==> src/hdl/lcdw_pkg.sv <==
// ----------------------------------------------------------------------------
// lcdw_pkg
// Shared types, codes and the strobe sequencing function of the character
// LCD bus writer.
// ----------------------------------------------------------------------------
`default_nettype none

package lcdw_pkg;

  // Input command codes
  typedef enum logic [1:0] {
    CMD_DATA  = 2'd0,
    CMD_INSTR = 2'd1,
    CMD_INIT  = 2'd2,
    CMD_NONE  = 2'd3
  } cmd_e;

  // Configuration register indexes
  localparam logic [1:0] REG_BUS_MODE      = 2'd0;
  localparam logic [1:0] REG_CLOCKS_PER_US = 2'd1;

  localparam logic [9:0] CLOCKS_PER_US_RESET = 10'd72;

  // Bus timing in microseconds
  localparam logic [15:0] POWER_UP_US    = 16'd40000;
  localparam logic [15:0] ENABLE_US      = 16'd1;
  localparam logic [12:0] SETTLE_US      = 13'd40;
  localparam logic [12:0] SETTLE_SHORT_US = 13'd140;
  localparam logic [12:0] SETTLE_CLEAR_US = 13'd2040;
  localparam logic [12:0] SETTLE_FIRST_US = 13'd5040;

  // Instruction bytes with a long execution time
  localparam logic [7:0] INSTR_CLEAR = 8'h01;
  localparam logic [7:0] INSTR_HOME  = 8'h02;

  // Init prefix strobes before the first full byte
  localparam logic [3:0] PREFIX_LEN_NIBBLE = 4'd4;
  localparam logic [3:0] PREFIX_LEN_BYTE   = 4'd3;
  localparam logic [2:0] INIT_LAST_BYTE    = 3'd4;

  typedef enum logic {
    ST_IDLE,
    ST_RUN
  } ctrl_state_e;

  // One strobe record
  typedef struct packed {
    logic        reg_select;
    logic [7:0]  bus_value;
    logic [15:0] lead_wait_us;
    logic [12:0] settle_wait_us;
    logic        last;
  } strobe_rec_t;

  // Controller to datapath
  typedef struct packed {
    logic load;
    logic emit;
  } dp_cmd_t;

  // Datapath to controller
  typedef struct packed {
    logic slot_free;
    logic timer_busy;
    logic rec_last;
  } dp_stat_t;

  // Full bytes of the init sequence after the prefix
  function automatic logic [7:0] init_byte(input logic [2:0] idx, input logic mode);
    logic [7:0] b;
    case (idx)
      3'd0:    b = mode ? 8'h30 : 8'h28;
      3'd1:    b = 8'h08;
      3'd2:    b = 8'h01;
      3'd3:    b = 8'h06;
      3'd4:    b = 8'h0C;
      default: b = 8'h00;
    endcase
    return b;
  endfunction

  // Build the record for one strobe of the current request
  function automatic strobe_rec_t strobe_rec(input cmd_e kind, input logic [7:0] val,
                                             input logic mode, input logic [3:0] step);
    strobe_rec_t r;
    logic [3:0]  pre_n;
    logic        in_pre;
    logic [3:0]  bstep;
    logic        byte_end;
    logic [2:0]  bidx;
    logic [7:0]  b;
    pre_n    = mode ? PREFIX_LEN_BYTE : PREFIX_LEN_NIBBLE;
    in_pre   = (kind == CMD_INIT) && (step < pre_n);
    bstep    = (kind == CMD_INIT) ? (step - pre_n) : step;
    byte_end = mode | bstep[0];
    bidx     = mode ? bstep[2:0] : bstep[3:1];
    b        = (kind == CMD_INIT) ? init_byte(bidx, mode) : val;

    r.reg_select = (kind == CMD_DATA);
    if (in_pre) begin
      if (mode) begin
        r.bus_value = 8'h30;
      end else begin
        r.bus_value = (step == 4'd3) ? 8'h02 : 8'h03;
      end
      r.lead_wait_us   = (step == 4'd0) ? POWER_UP_US : 16'd0;
      r.settle_wait_us = (step == 4'd0) ? SETTLE_FIRST_US :
                         (step == 4'd1) ? SETTLE_SHORT_US : SETTLE_US;
      r.last           = 1'b0;
    end else begin
      if (mode) begin
        r.bus_value = b;
      end else begin
        r.bus_value = bstep[0] ? {4'h0, b[3:0]} : {4'h0, b[7:4]};
      end
      r.lead_wait_us   = 16'd0;
      r.settle_wait_us = (byte_end && (b == INSTR_CLEAR || b == INSTR_HOME)) ?
                         SETTLE_CLEAR_US : SETTLE_US;
      r.last           = byte_end && ((kind != CMD_INIT) || (bidx == INIT_LAST_BYTE));
    end
    return r;
  endfunction

endpackage

`default_nettype wire

==> src/hdl/char_lcd_bus_writer_core.sv <==
// ----------------------------------------------------------------------------
// char_lcd_bus_writer_core
// Write-only character LCD bus controller: turns data, instruction and init
// requests into enable strobe records for a 4-bit or 8-bit parallel bus.
// ----------------------------------------------------------------------------
//
//   channel | handshake            | payload
//   --------+----------------------+------------------------------------------
//   in      | in_valid_i/ready_o   | cmd_i, value_i
//   out     | out_valid_o/ready_i  | reg_select_o, read_write_o, bus_value_o,
//           |                      | lead_wait_us_o, settle_wait_us_o, last_o
//   cfg     | cfg_we_i             | cfg_index_i, cfg_data_i
//
// Each strobe record is registered once the previous strobe's bus time has
// run out and the slot is free: (lead + 1 + settle) us, counted by the
// microsecond timer. A character takes 2 strobes (about 82 us) on the 4-bit
// bus, 1 strobe on the 8-bit bus; init takes 14 or 8 strobes (about 47 ms).
// A new request is taken once the last strobe of the previous one has timed
// out, while its record may still wait in the output register.
// Reset returns to idle with the timer cleared; a stalled output holds the
// sequencer until the record is taken.
`default_nettype none

module char_lcd_bus_writer_core
  import lcdw_pkg::*;
(
  input  wire logic        clk_i,
  input  wire logic        rst_ni,
  input  wire logic        cfg_we_i,
  input  wire logic [1:0]  cfg_index_i,
  input  wire logic [9:0]  cfg_data_i,
  input  wire logic        in_valid_i,
  output logic             in_ready_o,
  input  wire logic [1:0]  cmd_i,
  input  wire logic [7:0]  value_i,
  output logic             out_valid_o,
  input  wire logic        out_ready_i,
  output logic             reg_select_o,
  output logic             read_write_o,
  output logic [7:0]       bus_value_o,
  output logic [15:0]      lead_wait_us_o,
  output logic [12:0]      settle_wait_us_o,
  output logic             last_o
);

  dp_cmd_t     dp_cmd;
  dp_stat_t    dp_stat;
  strobe_rec_t rec;
  cmd_e        cmd;

  assign cmd = cmd_e'(cmd_i);

  lcdw_ctrl u_ctrl (
    .clk_i      (clk_i),
    .rst_ni     (rst_ni),
    .in_valid_i (in_valid_i),
    .cmd_i      (cmd),
    .in_ready_o (in_ready_o),
    .stat_i     (dp_stat),
    .cmd_o      (dp_cmd)
  );

  lcdw_datapath u_datapath (
    .clk_i       (clk_i),
    .rst_ni      (rst_ni),
    .cfg_we_i    (cfg_we_i),
    .cfg_index_i (cfg_index_i),
    .cfg_data_i  (cfg_data_i),
    .cmd_i       (cmd),
    .value_i     (value_i),
    .cmd_ctl_i   (dp_cmd),
    .stat_o      (dp_stat),
    .out_ready_i (out_ready_i),
    .out_valid_o (out_valid_o),
    .rec_o       (rec)
  );

  // Drive the record fields; the bus is write only
  assign reg_select_o     = rec.reg_select;
  assign read_write_o     = 1'b0;
  assign bus_value_o      = rec.bus_value;
  assign lead_wait_us_o   = rec.lead_wait_us;
  assign settle_wait_us_o = rec.settle_wait_us;
  assign last_o           = rec.last;

endmodule

`default_nettype wire

==> src/hdl/lcdw_ctrl.sv <==
// ----------------------------------------------------------------------------
// lcdw_ctrl
// Sequencer of the bus writer: takes a request, then issues one strobe at a
// time whenever the output slot is free and the bus timer has expired.
// ----------------------------------------------------------------------------
`default_nettype none

module lcdw_ctrl
  import lcdw_pkg::*;
(
  input  wire logic     clk_i,
  input  wire logic     rst_ni,
  input  wire logic     in_valid_i,
  input  wire cmd_e     cmd_i,
  output logic          in_ready_o,
  input  wire dp_stat_t stat_i,
  output dp_cmd_t       cmd_o
);

  ctrl_state_e state_q, state_d;

  // State register
  always_ff @(posedge clk_i or negedge rst_ni) begin
    if (!rst_ni) begin
      state_q <= ST_IDLE;
    end else begin
      state_q <= state_d;
    end
  end

  // Next state and commands
  always_comb begin
    state_d    = state_q;
    in_ready_o = 1'b0;
    cmd_o      = '0;
    case (state_q)
      ST_IDLE: begin
        // take a new request once the previous strobe has timed out;
        // the unused command code is taken and dropped
        in_ready_o = !stat_i.timer_busy;
        if (in_valid_i && !stat_i.timer_busy && (cmd_i != CMD_NONE)) begin
          cmd_o.load = 1'b1;
          state_d    = ST_RUN;
        end
      end
      ST_RUN: begin
        if (stat_i.slot_free && !stat_i.timer_busy) begin
          cmd_o.emit = 1'b1;
          if (stat_i.rec_last) begin
            state_d = ST_IDLE;
          end
        end
      end
      default: begin
        state_d = ST_IDLE;
      end
    endcase
  end

endmodule

`default_nettype wire

==> src/hdl/lcdw_datapath.sv <==
// ----------------------------------------------------------------------------
// lcdw_datapath
// Configuration registers, held request, strobe step counter, output record
// register and the microsecond bus timer.
// ----------------------------------------------------------------------------
`default_nettype none

module lcdw_datapath
  import lcdw_pkg::*;
(
  input  wire logic        clk_i,
  input  wire logic        rst_ni,
  input  wire logic        cfg_we_i,
  input  wire logic [1:0]  cfg_index_i,
  input  wire logic [9:0]  cfg_data_i,
  input  wire cmd_e        cmd_i,
  input  wire logic [7:0]  value_i,
  input  wire dp_cmd_t     cmd_ctl_i,
  output dp_stat_t         stat_o,
  input  wire logic        out_ready_i,
  output logic             out_valid_o,
  output strobe_rec_t      rec_o
);

  logic        bus_mode_q;
  logic [9:0]  clocks_per_us_q;
  cmd_e        kind_q;
  logic [7:0]  byte_q;
  logic        mode_q;
  logic [3:0]  step_q;
  logic        out_valid_q;
  strobe_rec_t rec_q;
  logic [15:0] us_cnt_q;
  logic [9:0]  pre_cnt_q;
  strobe_rec_t rec_d;
  logic        us_tick;

  // Configuration registers
  always_ff @(posedge clk_i or negedge rst_ni) begin
    if (!rst_ni) begin
      bus_mode_q      <= 1'b0;
      clocks_per_us_q <= CLOCKS_PER_US_RESET;
    end else if (cfg_we_i) begin
      if (cfg_index_i == REG_BUS_MODE) begin
        bus_mode_q <= cfg_data_i[0];
      end
      if (cfg_index_i == REG_CLOCKS_PER_US) begin
        clocks_per_us_q <= cfg_data_i;
      end
    end
  end

  // Hold the request and step through its strobes
  always_ff @(posedge clk_i or negedge rst_ni) begin
    if (!rst_ni) begin
      kind_q <= CMD_DATA;
      byte_q <= 8'h00;
      mode_q <= 1'b0;
      step_q <= 4'd0;
    end else if (cmd_ctl_i.load) begin
      kind_q <= cmd_i;
      byte_q <= value_i;
      mode_q <= bus_mode_q;
      step_q <= 4'd0;
    end else if (cmd_ctl_i.emit) begin
      step_q <= step_q + 4'd1;
    end
  end

  assign rec_d = strobe_rec(kind_q, byte_q, mode_q, step_q);

  // Output record register
  always_ff @(posedge clk_i or negedge rst_ni) begin
    if (!rst_ni) begin
      out_valid_q <= 1'b0;
    end else if (cmd_ctl_i.emit) begin
      out_valid_q <= 1'b1;
    end else if (out_ready_i) begin
      out_valid_q <= 1'b0;
    end
  end

  always_ff @(posedge clk_i) begin
    if (cmd_ctl_i.emit) begin
      rec_q <= rec_d;
    end
  end

  // Microsecond prescaler; a setting of zero ticks every cycle
  assign us_tick = ({1'b0, pre_cnt_q} + 11'd1) >= {1'b0, clocks_per_us_q};

  // Bus timer: lead wait, enable pulse and settle time of each strobe
  always_ff @(posedge clk_i or negedge rst_ni) begin
    if (!rst_ni) begin
      us_cnt_q  <= 16'd0;
      pre_cnt_q <= 10'd0;
    end else if (cmd_ctl_i.emit) begin
      us_cnt_q  <= rec_d.lead_wait_us + ENABLE_US + {3'b000, rec_d.settle_wait_us};
      pre_cnt_q <= 10'd0;
    end else if (us_cnt_q != 16'd0) begin
      if (us_tick) begin
        pre_cnt_q <= 10'd0;
        us_cnt_q  <= us_cnt_q - 16'd1;
      end else begin
        pre_cnt_q <= pre_cnt_q + 10'd1;
      end
    end
  end

  always_comb begin
    stat_o.slot_free  = !out_valid_q || out_ready_i;
    stat_o.timer_busy = (us_cnt_q != 16'd0);
    stat_o.rec_last   = rec_d.last;
  end

  assign out_valid_o = out_valid_q;
  assign rec_o       = rec_q;

endmodule

`default_nettype wire

==> config.mk <==
export PLATFORM = sky130hd
export DESIGN_NAME = char_lcd_bus_writer_core
export DESIGN_NICKNAME = d
export VERILOG_FILES = /design/src/hdl/lcdw_pkg.sv /design/src/hdl/char_lcd_bus_writer_core.sv /design/src/hdl/lcdw_ctrl.sv /design/src/hdl/lcdw_datapath.sv
export SDC_FILE = /design/constraint.sdc
export NUM_CORES = 1
export LEC_CHECK = 0
export ABC_AREA = 1
export BUFFER_PORTS_ARGS = -buffer_cell sky130_fd_sc_hd__buf_2
export CORE_ASPECT_RATIO = 0.8
export CORE_MARGIN = 4
export CORE_UTILIZATION = 62
export CTS_BUF_LIST = sky130_fd_sc_hd__clkbuf_4 sky130_fd_sc_hd__clkbuf_8 sky130_fd_sc_hd__clkbuf_16
export CTS_CLUSTER_SIZE = 16
export DETAILED_ROUTE_END_ITERATION = 16
export PLACE_DENSITY_LB_ADDON = 0.15
export SLEW_MARGIN = 20
export SYNTH_ARGS = -nofsm -noshare
export SYNTH_HDL_FRONTEND = slang
export SYNTH_SLANG_ARGS = --single-unit
==> constraint.sdc <==
create_clock -name clk_i -period 6.1 [get_ports clk_i]
set_input_delay 0.305 -clock clk_i [delete_from_list [all_inputs] [get_ports clk_i]]
set_output_delay 0.305 -clock clk_i [all_outputs]
set_load 0.05 [all_outputs]
==> impl_metrics.toml <==
[outcome]
status = "finished clean"

[timing]
rsz0062_at_grt = "no"
worst_pin_slew_ps = 709
setup_viol = 0
clock_skew_ps = 8.28
period_minus_slack_ps = 3000
finalCritPeriodShare = 0.492
relSlewSlack = 0.526
slew_violations = 0
fmaxAchievable_ghz = 0.333
hold_viol_final = 0
setup_tns_ps = 0

[routing]
final_antenna_net_count = 0
vias_per_cell = 5.34
drc = 0
drt_iter0_drc = 158
m1WireLength_um = 4260
top_layer_used = "met4"
dr_wl_met3_um = 601
wire_per_inst_um = 14.2
drt_pre_antenna_iters = 5
num_vias = 3484
wirelength_um = 9250
met2RoutedLength_um = 4280

[synth]
syn_area_per_cell_um2 = 8.68
synth_top_area_cell = "dfrtp_1"
async_flop_share = 0.761
synth_seq_area_share = 0.421
synth_area_leaders = "dfrtp_1 29%, edfxtp_1 12%, nand2_1 6.1%"
synth_adder_area_share = 0.0582
yosys.area_share.simple = 0.234
synth_top_family_by_area = "simple AND/OR/NAND/NOR gates"
synth_cell_types = 48
ys.warnings.count = 0
synth.most_common_cell = "nand2_1"
synth-edff-count = 17
synth-main-ff-cell = "dfrtp_1"
synth_compound_area_frac = 0.102
synth_mux_area_frac = 0.0229
yosysTopAreaCellShare = 0.294
synth-xor-area-share = 0.0415
syn-cell-area_mm2 = 0.00443
syn_inst = 510
yosys_register_bits = 71
netlist_top_cells_count = "72 x nand2_1, 67 x inv_1, 54 x nor2_1"

[clock_tree]
ctsResizeCount = 0
clock-root-buffer = "clkbuf_8"
postCtsSetupRepairBufs = 0
numCtsBuffers = 9
cts_tree = "built"
cts_max_path_buffers = 2
hold_buffers = 0
ctsHtreeMaxLevel = 3
insertion_delay_ps = 340
clock-sinks = 71
clkTransAtPathRegs_ps = 70

[global_routing]
grt_pass1_vias = 3479
grt_pass1_wl_um = 16000
antenna_found_initial = 0
grt_max_degree = 55
grt_use_total = 0.232
grt_overflow = 0

[final_layout]
layout-drive-gt1-share = 0.234
synthToLayoutAreaGrowth_pct = 10.1
stdcell_area_mm2 = 0.00487
fin_nets = 607
final_cells = 652
diodes = 0

[worst_setup_path]
r2r-start = "u_datapath.pre_cnt_q[2]"
worst_setup_path_start_kind = "register"
required_ps = 6360
ff2ff_path_depth = 13
r2r_end = "u_datapath.pre_cnt_q[8]"
r2r_setup_slack_ps = 3100
end_kind = "register"
critPathKind = "register to register"
crit_fanout = 10
crit_arrival_ps = 3260

[floorplanning]
rows = 27
io-pin-count = 69
die_width_um = 103
start_util = 0.640
chipHeight_um = 83.6
dieArea_mm2 = 0.00857
core_area_mm2 = 0.00693

[placement]
io_buffers = 53
dp_cells = 636
place_area_mm2 = 0.00465
place.gp.congestion = 0.904
dp_hpwl_um = 6960

[flow_run]
cap_violations = 0

[hold_path]
worstHoldPathType = "input port to async pin"

[power_and_ir_drop]
power.density_mw_per_mm2 = 323
p_sw_mw = 0.561
power_leakage_nw = 2.40
power_frac_seq = 0.418
max-vdd-ir-drop_mv = 0.196
p_int_mw = 1.01
power_frac_comb = 0.320
swShare = 0.356
pwr-share-clk = 0.262
[critical path, stage by stage, from the launching register on]
cell,delay (ps)
dfrtp_1,380
inv_1,90
nor4_1,380
nand4_1,220
nor3_1,240
xor2_1,250
ha_1,300
nand4_1,120
nor2_1,60
nor2_1,170
nand4_4,140
nor2_2,380
nand2_1,90
o21ai_0,90
[power by group through the flow]
stage          clock (mW)  sequential [mW]  combinational [mW]
6_report            0.412            0.658               0.504
5_1_grt             0.442            0.671               0.582
4_1_cts             0.420            0.657               0.502
3_5_place_dp            0            0.665               0.497
3_3_place_gp            0            0.662               0.474
2_1_floorplan           0            0.644               0.415
[layout by cell type, fill, tap and decap left out, drive strengths merged]
| cell | synthesis | routed |
|---|---|---|
| mux2 | 9 | 9 |
| o31ai | 2 | 2 |
| dfstp | 2 | 2 |
| fa | 1 | 1 |
| conb | 1 | 15 |
| edfxtp | 17 | 17 |
| a22o | 4 | 4 |
| dfrtp | 52 | 52 |
| o21ai | 22 | 22 |
| a21boi | 1 | 1 |
| or2 | 1 | 1 |
| and3 | 2 | 2 |
| buf | 27 | 55 |
| bufinv | 0 | 1 |
| a21oi | 31 | 31 |
| xnor2 | 3 | 3 |
| o2111ai | 1 | 1 |
| o22ai | 1 | 1 |
| o211ai | 2 | 2 |
| a211oi | 2 | 2 |
| nor2 | 62 | 62 |
| nand3 | 26 | 26 |
| nor4 | 4 | 4 |
| ha | 19 | 19 |
| nand2 | 82 | 82 |
| inv | 81 | 81 |
| nor3 | 15 | 15 |
| a31oi | 5 | 5 |
| nand4 | 10 | 10 |
| o21a | 1 | 1 |
| nand3b | 3 | 3 |
| xor2 | 18 | 18 |
| clkinv | 0 | 1 |
| clkbuf | 3 | 14 |
[state kept, by name, indices dropped and copies added, names as in the netlist]
signal                      flops
u_datapath.rec_o               17
u_datapath.us_cnt_q            16
u_datapath.clocks_per_us_q     10
u_datapath.pre_cnt_q           10
u_datapath.byte_q               8
u_datapath.step_q               4
u_datapath.kind_q               2
u_ctrl.state_q                  1
u_datapath.bus_mode_q           1
u_datapath.mode_q               1
u_datapath.out_valid_o          1
[cell type report]
class                           count  area, um^2
Clock buffer                       14         191
Sequential cell                    71        1860
Tap cell                           87         109
Fill cell                         573        2050
Multi-Input combinational cell    342        2090
Clock inverter                      2        35.0
Inverter                           81         307
Timing Repair Buffer               55         280
[worst max-delay path by stage]
| stage | from | cells after the start | slack, ps | endpoint |
|---|---|---|---|---|
| after floorplan | u_datapath.pre_cnt_q[2] | 15 | 3540 | u_datapath.us_cnt_q[8] |
| after CTS | u_datapath.pre_cnt_q[2] | 13 | 3140 | u_datapath.pre_cnt_q[8] |
| after global routing | u_datapath.pre_cnt_q[2] | 13 | 2800 | u_datapath.pre_cnt_q[0] |
| after global placement | u_datapath.pre_cnt_q[2] | 12 | 3350 | u_datapath.pre_cnt_q[4] |
| final | u_datapath.pre_cnt_q[2] | 13 | 3100 | u_datapath.pre_cnt_q[8] |
| after detailed placement | u_datapath.pre_cnt_q[2] | 14 | 3230 | u_datapath.us_cnt_q[5] |
[cell families after synthesis]
group,after synthesis
xor gates and xnor gates,21
other,1
DFF,71
muxes,9
and+or+nand+nor,205
AOI/OAI and AO/OA,72
buffers and inverters,111
adders and majority gates,20
[per-stage QoR]
stage | utilization | power, mW | worst slack, ps | hold slack, ps
6_report | 0.704 | 1.57 | 3100 | 75.0
5_1_grt | 0.704 | 1.69 | 2800 | 136
4_1_cts | 0.704 | 1.58 | 3140 | 101
3_5_place_dp | 0.671 | 1.16 | 3230 | 473
3_3_place_gp | 0.671 | 1.14 | 3350 | 458
2_1_floorplan | - | 1.06 | 3540 | 9.41
[metal layers]
metal | vias to the layer above | GRT usage
met4 | 0 | 0.0632
li1 | 1724 | -
met1 | 1647 | 0.318
met2 | 101 | 0.358
met5 | - | 0
met3 | 12 | 0.0652
No activity file was read; power rests on OpenSTA's default activity.
